**src/shs_pkg.sv**
```systemverilog
// Package with the types, constants and helper functions of the SHA-256 stream hasher.
`default_nettype none

package shs_pkg;

    localparam int unsigned C_WORD_W  = 32;
    localparam int unsigned C_BYTE_W  = 8;
    localparam int unsigned C_COUNT_W = 61;
    localparam int unsigned C_IDX_W   = 3;

    typedef logic [C_WORD_W-1:0] t_word;
    typedef t_word t_vars [8];
    typedef t_word t_sched [16];

    typedef enum logic [2:0] {
        ST_IDLE,
        ST_PAD,
        ST_ROUND,
        ST_FOLD,
        ST_OUT
    } t_state;

    localparam logic [7:0] C_PAD_BYTE = 8'h80;
    localparam logic [5:0] C_POS_LAST = 6'h3F;
    localparam logic [2:0] C_IDX_LAST = 3'd7;

    localparam t_word C_IV [8] = '{
        32'h6A09E667, 32'hBB67AE85, 32'h3C6EF372, 32'hA54FF53A,
        32'h510E527F, 32'h9B05688C, 32'h1F83D9AB, 32'h5BE0CD19
    };

    localparam t_word C_ROUND_K [64] = '{
        32'h428A2F98, 32'h71374491, 32'hB5C0FBCF, 32'hE9B5DBA5,
        32'h3956C25B, 32'h59F111F1, 32'h923F82A4, 32'hAB1C5ED5,
        32'hD807AA98, 32'h12835B01, 32'h243185BE, 32'h550C7DC3,
        32'h72BE5D74, 32'h80DEB1FE, 32'h9BDC06A7, 32'hC19BF174,
        32'hE49B69C1, 32'hEFBE4786, 32'h0FC19DC6, 32'h240CA1CC,
        32'h2DE92C6F, 32'h4A7484AA, 32'h5CB0A9DC, 32'h76F988DA,
        32'h983E5152, 32'hA831C66D, 32'hB00327C8, 32'hBF597FC7,
        32'hC6E00BF3, 32'hD5A79147, 32'h06CA6351, 32'h14292967,
        32'h27B70A85, 32'h2E1B2138, 32'h4D2C6DFC, 32'h53380D13,
        32'h650A7354, 32'h766A0ABB, 32'h81C2C92E, 32'h92722C85,
        32'hA2BFE8A1, 32'hA81A664B, 32'hC24B8B70, 32'hC76C51A3,
        32'hD192E819, 32'hD6990624, 32'hF40E3585, 32'h106AA070,
        32'h19A4C116, 32'h1E376C08, 32'h2748774C, 32'h34B0BCB5,
        32'h391C0CB3, 32'h4ED8AA4A, 32'h5B9CCA4F, 32'h682E6FF3,
        32'h748F82EE, 32'h78A5636F, 32'h84C87814, 32'h8CC70208,
        32'h90BEFFFA, 32'hA4506CEB, 32'hBEF9A3F7, 32'hC67178F2
    };

    function automatic t_word f_rotr(input t_word x, input int unsigned n);
        return (x >> n) | (x << (C_WORD_W - n));
    endfunction

endpackage

`default_nettype wire

```
**src/shs_if.sv**
```systemverilog
// Valid/ready channel interfaces for the input bytes and the digest words.
`default_nettype none

interface shs_in_if;
    import shs_pkg::*;

    logic                valid;
    logic                ready;
    logic [C_BYTE_W-1:0] data_byte;
    logic                byte_valid;
    logic                last;

    modport source (output valid, output data_byte, output byte_valid, output last,
                    input ready);
    modport sink (input valid, input data_byte, input byte_valid, input last,
                  output ready);
endinterface

interface shs_out_if;
    import shs_pkg::*;

    logic               valid;
    logic               ready;
    t_word              digest_word;
    logic [C_IDX_W-1:0] word_index;
    logic               last_word;

    modport source (output valid, output digest_word, output word_index, output last_word,
                    input ready);
    modport sink (input valid, input digest_word, input word_index, input last_word,
                  output ready);
endinterface

`default_nettype wire

```
**src/shs_round.sv**
```systemverilog
// One SHA-256 compression round together with one step of the message schedule.
`default_nettype none

module shs_round (
    input  shs_pkg::t_vars  i_vars,
    input  shs_pkg::t_sched i_w,
    input  shs_pkg::t_word  i_k,
    output shs_pkg::t_vars  o_vars,
    output shs_pkg::t_word  o_new_w
);
    import shs_pkg::*;

    t_word w_sig1;
    t_word w_ch;
    t_word w_sig0;
    t_word w_maj;
    t_word w_t1;
    t_word w_t2;
    t_word w_s0;
    t_word w_s1;

    always_comb begin
        w_sig1 = f_rotr(i_vars[4], 6) ^ f_rotr(i_vars[4], 11) ^ f_rotr(i_vars[4], 25);
        w_ch   = (i_vars[4] & i_vars[5]) ^ (~i_vars[4] & i_vars[6]);
        w_sig0 = f_rotr(i_vars[0], 2) ^ f_rotr(i_vars[0], 13) ^ f_rotr(i_vars[0], 22);
        w_maj  = (i_vars[0] & i_vars[1]) ^ (i_vars[0] & i_vars[2]) ^ (i_vars[1] & i_vars[2]);
        w_t1   = i_vars[7] + w_sig1 + w_ch + i_k + i_w[0];
        w_t2   = w_sig0 + w_maj;

        o_vars[0] = w_t1 + w_t2;
        o_vars[1] = i_vars[0];
        o_vars[2] = i_vars[1];
        o_vars[3] = i_vars[2];
        o_vars[4] = i_vars[3] + w_t1;
        o_vars[5] = i_vars[4];
        o_vars[6] = i_vars[5];
        o_vars[7] = i_vars[6];

        w_s0    = f_rotr(i_w[1], 7) ^ f_rotr(i_w[1], 18) ^ (i_w[1] >> 3);
        w_s1    = f_rotr(i_w[14], 17) ^ f_rotr(i_w[14], 19) ^ (i_w[14] >> 10);
        o_new_w = i_w[0] + w_s0 + i_w[9] + w_s1;
    end

endmodule

`default_nettype wire

```
**src/sha256_stream_hasher_unit.sv**
```systemverilog
// Top level of the SHA-256 stream hasher: byte gathering, padding sequencer and digest output.
`default_nettype none

// Hashes a byte stream with standard SHA-256, one optional byte per input beat. A byte
// beat is taken whenever the input is ready. The byte that completes a 64-byte block is
// followed by a busy period: 64 rounds through the single round unit, one round per cycle,
// then a fold of the working variables into the chaining state. After a beat with last set,
// padding bytes are added one by one up to the end of the block, which is then hashed.
// When fewer than nine bytes of the block were free, another block of padding follows and
// is hashed as well. The eight digest words are then offered on the output channel, word 0
// first. The input is not ready from the acceptance of a block-ending or last beat until
// the busy period, and for a last beat the eighth digest word, is over.
module sha256_stream_hasher_unit (
    input  wire logic i_clk,
    input  wire logic i_rst_n,
    shs_in_if.sink    i_in,
    shs_out_if.source o_out
);
    import shs_pkg::*;

    t_state                 r_state, n_state;
    logic [C_COUNT_W-1:0]   r_count, n_count;
    logic [5:0]             r_pos, n_pos;
    logic [5:0]             r_t, n_t;
    logic [C_IDX_W-1:0]     r_oi, n_oi;
    logic                   r_fin, n_fin;
    logic                   r_pad_first, n_pad_first;
    logic                   r_final_blk, n_final_blk;
    logic                   r_last_blk, n_last_blk;
    t_vars                  r_h, n_h;
    t_vars                  r_v, n_v;
    t_sched                 r_w, n_w;
    logic [23:0]            r_acc, n_acc;

    logic                   w_in_acc;
    logic                   w_push;
    logic [C_BYTE_W-1:0]    w_byte;
    logic [C_BYTE_W-1:0]    w_pad_byte;
    logic [63:0]            w_len;
    logic [2:0]             w_sel;
    t_vars                  w_rvars;
    t_word                  w_new_w;

    shs_round u_round (
        .i_vars  (r_v),
        .i_w     (r_w),
        .i_k     (C_ROUND_K[r_t]),
        .o_vars  (w_rvars),
        .o_new_w (w_new_w)
    );

    assign i_in.ready        = (r_state == ST_IDLE);
    assign w_in_acc          = i_in.valid && i_in.ready;
    assign o_out.valid       = (r_state == ST_OUT);
    assign o_out.digest_word = r_h[r_oi];
    assign o_out.word_index  = r_oi;
    assign o_out.last_word   = (r_oi == C_IDX_LAST);

    assign w_len = {r_count, 3'b000};
    assign w_sel = 3'd7 - r_pos[2:0];

    always_comb begin
        if (r_pad_first) begin
            w_pad_byte = C_PAD_BYTE;
        end else if (r_final_blk && (r_pos[5:3] == 3'b111)) begin
            w_pad_byte = w_len[{w_sel, 3'b000} +: 8];
        end else begin
            w_pad_byte = '0;
        end
    end

    always_comb begin
        n_state     = r_state;
        n_count     = r_count;
        n_pos       = r_pos;
        n_t         = r_t;
        n_oi        = r_oi;
        n_fin       = r_fin;
        n_pad_first = r_pad_first;
        n_final_blk = r_final_blk;
        n_last_blk  = r_last_blk;
        n_h         = r_h;
        n_v         = r_v;
        n_w         = r_w;
        n_acc       = r_acc;
        w_push      = 1'b0;
        w_byte      = w_pad_byte;

        case (r_state)
            ST_IDLE: begin
                if (w_in_acc) begin
                    n_fin       = i_in.last;
                    n_pad_first = i_in.last;
                    n_final_blk = 1'b0;
                    n_last_blk  = 1'b0;
                    if (i_in.byte_valid) begin
                        w_push  = 1'b1;
                        w_byte  = i_in.data_byte;
                        n_count = r_count + 1'b1;
                    end
                    if (i_in.last && !(i_in.byte_valid && r_pos == C_POS_LAST)) begin
                        n_state = ST_PAD;
                    end
                end
            end
            ST_PAD: begin
                w_push      = 1'b1;
                n_pad_first = 1'b0;
                if (r_pad_first && (r_pos[5:3] != 3'b111)) begin
                    n_final_blk = 1'b1;
                end
                if (r_pos == C_POS_LAST) begin
                    if (r_final_blk) begin
                        n_last_blk = 1'b1;
                    end else begin
                        n_final_blk = 1'b1;
                    end
                end
            end
            ST_ROUND: begin
                n_v = w_rvars;
                for (int i = 0; i < 15; i++) begin
                    n_w[i] = r_w[i+1];
                end
                n_w[15] = w_new_w;
                n_t     = r_t + 1'b1;
                if (r_t == C_POS_LAST) begin
                    n_state = ST_FOLD;
                end
            end
            ST_FOLD: begin
                for (int i = 0; i < 8; i++) begin
                    n_h[i] = r_h[i] + r_v[i];
                end
                if (r_last_blk) begin
                    n_state = ST_OUT;
                    n_oi    = '0;
                end else if (r_fin) begin
                    n_state = ST_PAD;
                end else begin
                    n_state = ST_IDLE;
                end
            end
            ST_OUT: begin
                if (o_out.ready) begin
                    n_oi = r_oi + 1'b1;
                    if (r_oi == C_IDX_LAST) begin
                        n_state     = ST_IDLE;
                        n_h         = C_IV;
                        n_count     = '0;
                        n_pos       = '0;
                        n_fin       = 1'b0;
                        n_pad_first = 1'b0;
                        n_final_blk = 1'b0;
                        n_last_blk  = 1'b0;
                    end
                end
            end
            default: begin
                n_state = ST_IDLE;
            end
        endcase

        if (w_push) begin
            n_acc = {r_acc[15:0], w_byte};
            n_pos = r_pos + 1'b1;
            if (r_pos[1:0] == 2'b11) begin
                for (int i = 0; i < 15; i++) begin
                    n_w[i] = r_w[i+1];
                end
                n_w[15] = {r_acc, w_byte};
            end
            if (r_pos == C_POS_LAST) begin
                n_state = ST_ROUND;
                n_t     = '0;
                n_v     = r_h;
            end
        end
    end

    always_ff @(posedge i_clk) begin
        if (!i_rst_n) begin
            r_state     <= ST_IDLE;
            r_count     <= '0;
            r_pos       <= '0;
            r_t         <= '0;
            r_oi        <= '0;
            r_fin       <= 1'b0;
            r_pad_first <= 1'b0;
            r_final_blk <= 1'b0;
            r_last_blk  <= 1'b0;
            r_h         <= C_IV;
        end else begin
            r_state     <= n_state;
            r_count     <= n_count;
            r_pos       <= n_pos;
            r_t         <= n_t;
            r_oi        <= n_oi;
            r_fin       <= n_fin;
            r_pad_first <= n_pad_first;
            r_final_blk <= n_final_blk;
            r_last_blk  <= n_last_blk;
            r_h         <= n_h;
        end
    end

    always_ff @(posedge i_clk) begin
        r_v   <= n_v;
        r_w   <= n_w;
        r_acc <= n_acc;
    end

endmodule

`default_nettype wire

```
**src/flat_wrapper.sv**
```systemverilog
// flat-port wrapper written by rule: the top's interface ports become plain ports
module sha256_stream_hasher_unit_flat import shs_pkg::*;
  (i_clk, i_rst_n, i_in_valid, i_in_data_byte, i_in_byte_valid, i_in_last, i_in_ready, o_out_valid, o_out_digest_word, o_out_word_index, o_out_last_word, o_out_ready);
  shs_in_if i_in_i ();
  shs_out_if o_out_i ();
  input  wire logic i_clk;
  input  wire logic i_rst_n;
  input wire logic [$bits(i_in_i.valid)-1:0] i_in_valid;
  input wire logic [$bits(i_in_i.data_byte)-1:0] i_in_data_byte;
  input wire logic [$bits(i_in_i.byte_valid)-1:0] i_in_byte_valid;
  input wire logic [$bits(i_in_i.last)-1:0] i_in_last;
  output wire logic [$bits(i_in_i.ready)-1:0] i_in_ready;
  output wire logic [$bits(o_out_i.valid)-1:0] o_out_valid;
  output wire logic [$bits(o_out_i.digest_word)-1:0] o_out_digest_word;
  output wire logic [$bits(o_out_i.word_index)-1:0] o_out_word_index;
  output wire logic [$bits(o_out_i.last_word)-1:0] o_out_last_word;
  input wire logic [$bits(o_out_i.ready)-1:0] o_out_ready;
  assign i_in_i.valid = i_in_valid;
  assign i_in_i.data_byte = i_in_data_byte;
  assign i_in_i.byte_valid = i_in_byte_valid;
  assign i_in_i.last = i_in_last;
  assign i_in_ready = i_in_i.ready;
  assign o_out_valid = o_out_i.valid;
  assign o_out_digest_word = o_out_i.digest_word;
  assign o_out_word_index = o_out_i.word_index;
  assign o_out_last_word = o_out_i.last_word;
  assign o_out_i.ready = o_out_ready;
  sha256_stream_hasher_unit u_core (.i_clk(i_clk), .i_rst_n(i_rst_n), .i_in(i_in_i), .o_out(o_out_i));
endmodule
```
**config.mk**
```make
export PLATFORM = sky130hd
export DESIGN_NAME = sha256_stream_hasher_unit_flat
export DESIGN_NICKNAME = d
export VERILOG_FILES = /design/src/shs_pkg.sv /design/src/shs_if.sv /design/src/shs_round.sv /design/src/sha256_stream_hasher_unit.sv /design/src/flat_wrapper.sv
export SDC_FILE = /design/constraint.sdc
export NUM_CORES = 2
export LEC_CHECK = 0
export ABC_CLOCK_PERIOD_IN_PS = 21900
export BUFFER_PORTS_ARGS = -buffer_cell sky130_fd_sc_hd__buf_2
export CORE_MARGIN = 1.5
export CORE_UTILIZATION = 68
export CTS_CLUSTER_DIAMETER = 100
export DETAILED_ROUTE_END_ITERATION = 16
export PLACE_DENSITY = 0.85
export SYNTH_ARGS = -nofsm -noshare
export SYNTH_HDL_FRONTEND = slang
export SYNTH_SLANG_ARGS = --single-unit
```
**constraint.sdc**
```tcl
create_clock -name i_clk -period 21.9 [get_ports i_clk]
set_clock_uncertainty 0.1 [all_clocks]
set_input_delay 3.285 -clock i_clk [delete_from_list [all_inputs] [get_ports i_clk]]
set_output_delay 3.285 -clock i_clk [all_outputs]
set_load 0.03 [all_outputs]
```
### Word-level counts from Yosys, hierarchy flattened

Memory sizes are Yosys's and may differ from the RTL's.
Index checks and enable logic that the tools add are counted.

| word-level totals | value |
|---|---|
| input port bits | 14 |
| logic and storage cells | 195 |
| memories kept | 1 |
| output and inout bits | 38 |
| ROM bits | 2048 |
| register bits after elaboration | 1131 |

| cells by class | value |
|---|---|
| add/subtract/negate cells | 23 |
| bitwise operators | 29 |
| shift-type cells | 1 |
| $lt $le $gt $ge | 2 |
| equal/unequal tests | 17 |
| mux-type cells | 60 |
| reductions and logical operators | 20 |

Memory list:

| memory | depth | bits a word | rd ports | clocked after memory_dff | wr ports | line | RTL |
|---|---|---|---|---|---|---|---|
| (name not given) | 64 | 32 | 1 | 0 | 0 | sha256_stream_hasher_unit.sv:47 | `.i_k (C_ROUND_K[r_t]),` |

Operator list:

| kind | number |
|---|---|
| 512-bit 2-to-1 mux | 3 |
| 256-bit 2-to-1 mux | 5 |
| 32-bit adder | 18 |
| 256-bit case mux with 2 select lines | 1 |
| 32-bit bitwise XOR | 9 |
| 61-bit 2-to-1 mux | 4 |
| 32-bit AND | 5 |
| 32-bit 2-to-1 mux | 4 |
| 61-bit case mux with 2 select lines | 1 |
| 32-bit binary-select mux with 3-bit select | 1 |
| 64-bit by 7-bit indexed part select with 8-bit output | 1 |
| 61-bit by 1-bit adder with 61-bit output, second input constant | 1 |
| 6-bit 2-to-1 mux | 7 |
| 8-bit 2-to-1 mux | 5 |
| 32-bit inverter | 1 |
| 10-bit by 32-bit OR with 32-bit output | 1 |
| 13-bit by 32-bit OR with 32-bit output | 1 |
| 14-bit by 32-bit OR with 32-bit output | 1 |
| 15-bit by 32-bit OR with 32-bit output | 1 |
| 19-bit by 32-bit OR with 32-bit output | 1 |
| 21-bit by 32-bit OR with 32-bit output | 1 |
| 25-bit by 32-bit OR with 32-bit output | 1 |
| 26-bit by 32-bit OR with 32-bit output | 1 |
| 30-bit by 32-bit OR with 32-bit output | 1 |
| other kinds (33) | 77 |

### Depth between registers and ports, before layout

| logic depth | value |
|---|---|
| word-level depth | 11 |
| depth in mapped cells | 40 |
| mapped depth without buffers | 37 |

### Cells and area by module

A second synthesis with hierarchy kept.

| unflattened totals | value |
|---|---|
| cells, all modules | 8071 |
| area, all modules | 71442.3 um^2 |

By module, submodules not included:

| module | area each (um^2) | cells an instance | instances |
|---|---|---|---|
| sha256_stream_hasher_unit | 56386.6 | 6233 | 1 |
| shs_round | 15055.7 | 1838 | 1 |

### Least setup slack after synthesis

OpenSTA, ideal clock, no wires.

| timing path | value |
|---|---|
| kind | reg2reg |
| from | register u_core.r_t[1] |
| to | register u_core.r_v[255] (netlist name) |
| clock period less this slack | 8.691 ns |
| arrival | 8.463 ns |
| stages on the path, launching flop included | 40 |
| library setup time | 0.127 ns |
| setup slack | 13.209 ns |
| cells stage by stage | dfxtp_1 -> clkbuf_1 -> clkinv_1 -> ha_1 -> clkbuf_1 -> nand2_1 -> a21oi_1 -> a21oi_1 -> nor2_1 -> a21oi_1 -> a21oi_1 -> fa_1 -> inv_1 -> fa_1 -> fa_1 -> inv_1 -> ha_1 -> inv_1 -> (+4 left out) -> a31o_1 -> a211oi_1 -> nor2_1 -> nor2_1 -> a221o_1 -> o21ai_0 -> fa_1 -> ha_1 -> a21o_1 -> a21oi_1 -> o21ai_0 -> a21oi_1 -> a21bo_2 -> a211o_1 -> a21oi_1 -> xnor2_1 -> xnor2_1 -> o21ai_1 |

RTL lines:

| what | line | RTL |
|---|---|---|
| start, declared | sha256_stream_hasher_unit.sv:24 | `logic [5:0] r_t, n_t;` |
| start signal, assigned | sha256_stream_hasher_unit.sv:197 | `r_t <= n_t;` |
| end signal, assigned | sha256_stream_hasher_unit.sv:208 | `r_v <= n_v;` |
| end, declared | sha256_stream_hasher_unit.sv:31 | `t_vars r_v, n_v;` |

==> flow_summary.ini <==
[outcome]
status = finished clean

[cts]
cts_max_path_buffers = 3
cts.reportedPaths.clkPinSlew_ns = 0.07
clk_latency_ns = 0.75
cts_hold_buffers = 0
clockRootBuffer = clkbuf_16
tritoncts = yes
htree_num_levels = 3
cts_buffers = 111
post_cts_buffers = 0
cts_resized = 0
cts_sinks = 1131

[route]
wirelength_um = 239000
wl_per_cell_um = 26.6
num_vias = 60900
dr.first_iter.drc_count = 8006
drc = 0
vias_per_cell = 6.79
dr.pass1.iters = 9
ant_nets = 0

[worst_setup_path]
r2r_slack_ns = 11.52
worstPathArrival_ns = 10.85
cp.depth = 36
r2r_end = u_core.r_v[255]$_DFF_P_
cp_slowest_cell = ha_1
r2r_start = u_core.r_t[0]$_SDFF_PN0_
criticalPathCategory = flip-flop to flip-flop
cpPeakStageDelay_ns = 0.86
start_kind = flip-flop
r2r_cells = 36
path_common_cell = o21ai_0
path_buf_inv = 5
endpoint_kind = flip-flop
critPathTopFamily = compound AO/OA/AOI/OAI gates
cp-endpoint = u_core.r_v[255]$_DFF_P_
worstPathRequired_ns = 22.36
path_max_fanout = 25
cp-startpoint = u_core.r_t[0]$_SDFF_PN0_

[floorplanning]
fp.dieH_um = 322
pin_count = 52
dieWidth_um = 322
fp.coreArea_um2 = 101000
rows = 116
dieArea_um2 = 104000
initial_core_util_pct = 68.8

[synth]
synth_flop_cell = dfxtp_1
netlist_area_um2 = 69300
synthDistinctLibCells = 104
syn_nets = 8343
netlist_instances = 7736
synthTopCellsByCount = dfxtp_1, nand2_1, nor2_1
synth_top_area_share_pct = 32.0
ys_warn_count = 0
async_flop_share_pct = 0
synth_most_common_cell = dfxtp_1
yosysSeqAreaShare_pct = 33.0
synth_top_cell_by_area = dfxtp_1
syn_area_per_cell_um2 = 8.95
synth-edff-count = 24
ys_seq_elements = 1131
synth.area.top_cells = dfxtp_1, mux2_2, ha_1

[power_and_ir_drop]
p_seq_share_pct = 43.7
p_sw_mw = 1.44
ir_drop_mv = 0.108
pwr-share-comb_pct = 16.3
clock_power_share_pct = 40.1
p_total_mw = 5.04
internal-power_mw = 3.60
p_per_area_nw_per_um2 = 68.1
power.leakage_nw = 30.2
p_sw_share_pct = 28.5

[timing]
finalSetupViolCount = 0
finalCritPeriodShare_pct = 47.4
slew_viol_final = 0
min_period_ns = 10.38
timing.fmax_mhz = 96.3
rsz0062_at_grt = no
finalWorstSetupSlack_ns = 11.52
setup-tns-final_ns = 0
tightest_slew_ns = 1.30
max_slew_margin_pct = 12.5
hold_viol = 0

[cells_and_area]
final_layout_size_suffix_gt1_share_pct = 13.1
areaGrowthSynthToFinish_pct = 6.90
nets = 8139
fillCellCount = 7136

[grt]
overflow = 0
grt_max_degree = 191
grt_pass1_wl_um = 356000
antenna_found_initial = 9
grt_usage_pct = 45.1
grt_pass1_vias = 57400

[placement]
preCtsSetupSlack_ns = 11.82
gp_congestion = 1.05
portBuffers = 51
hpwl_um = 170000

[hold_path]
min_delay_path_depth = 0
min_from = u_core.r_acc[5]$_DFFE_PP_
hold_class = flip-flop to flip-flop

[run]
maxCapViolCount = 0
[power groups by stage]
| stage | Clock, mW | Sequential, mW | Combinational, mW |
|---|---|---|---|
| CTS | 2.01 | 2.19 | 0.803 |
| detailed placement | 0 | 2.24 | 0.786 |
| global route | 2.10 | 2.20 | 0.895 |
| finish | 2.02 | 2.20 | 0.820 |
| global placement | 0 | 2.24 | 0.775 |
| floorplan | 0 | 2.20 | 0.600 |
[metrics by stage]
step,cell area (um^2),hold WS [ns],cells,utilization (%)
floorplan,69300,0.326,7736,-
global placement,70200,0.331,8776,69.8
detailed placement,70200,0.337,8776,69.8
CTS,74000,0.351,8973,73.6
global route,74000,0.363,8973,73.6
finish,74000,0.352,8976,73.6
[flip-flops by register name, summed over array words and instances, names as in the netlist]
signal and count:
u_core.r_last_blk 1, u_core.o_out.word_index 3, u_core.r_t 6, u_core.r_state 3
u_core.r_pad_first 1, u_core.r_count 61, u_core.r_acc 24, u_core.r_v 256
u_core.r_w 512, u_core.r_h 256, u_core.r_fin 1, u_core.r_pos 6
u_core.r_final_blk 1
[cells by family after synthesis]
group,Yosys count,share of synthesized area [%]
AO/OA/AOI/OAI,1830,16.6
XOR/XNOR,600,7.59
adder cells (fa/ha/maj),619,13.2
buffers and inverters,706,3.85
flip-flops,1131,33.0
multiplexers,654,11.9
AND/OR/NAND/NOR,2196,13.8
[final cells by class]
| class | instances | area [um^2] | share of cell area (%) |
|---|---|---|---|
| Inverter | 264 | 993 | 1.34 |
| Timing Repair Buffer | 125 | 851 | 1.15 |
| Sequential cell | 1131 | 22900 | 30.9 |
| Multi-Input combinational cell | 5899 | 43800 | 59.2 |
| Antenna cell | 3 | 7.51 | 0.0101 |
| Clock inverter | 43 | 642 | 0.867 |
| Tap cell | 1357 | 1700 | 2.29 |
| Clock buffer | 154 | 3140 | 4.24 |
[worst min-delay path by stage]
| stage | end | slack (ns) |
|---|---|---|
| 2_1_floorplan | u_core.r_acc[10]$_DFFE_PP_ | 0.33 |
| 3_3_place_gp | u_core.r_acc[9]$_DFFE_PP_ | 0.33 |
| 3_5_place_dp | u_core.r_acc[17]$_DFFE_PP_ | 0.34 |
| 4_1_cts | u_core.r_acc[13]$_DFFE_PP_ | 0.35 |
| 5_1_grt | u_core.r_acc[21]$_DFFE_PP_ | 0.36 |
| 6_report | u_core.r_acc[13]$_DFFE_PP_ | 0.35 |
[per-layer routing]
layer | global-route usage [%] | vias up | wire length, um
met5 | 0 | - | 55
li1 | - | 26900 | -
met4 | 26.2 | 8 | 16300
met2 | 65.7 | 3954 | 99200
met3 | 13.0 | 951 | 31000
met1 | 59.6 | 29200 | 92300
[cells in the final DEF, fill, tap and decap left out, types with 50 or more instances in the layout]
| master | instances |
|---|---|
| buf_4 | 72 |
| or3_1 | 57 |
| nor2_1 | 704 |
| mux4_2 | 83 |
| ha_1 | 398 |
| xor2_1 | 162 |
| nor3_1 | 122 |
| o22ai_1 | 53 |
| and3_1 | 58 |
| buf_2 | 50 |
| nand2b_1 | 64 |
| o21bai_1 | 50 |
| a31oi_1 | 268 |
| clkbuf_16 | 112 |
| o21a_1 | 55 |
| mux2_2 | 535 |
| fa_1 | 195 |
| xnor2_1 | 438 |
| a21o_1 | 162 |
| nand3_1 | 137 |
| nor2b_1 | 65 |
| a21oi_1 | 512 |
| dfxtp_1 | 1100 |
| inv_1 | 259 |
| nand2_1 | 863 |
| o21ai_0 | 376 |
Power figures use the tool's default switching activity.
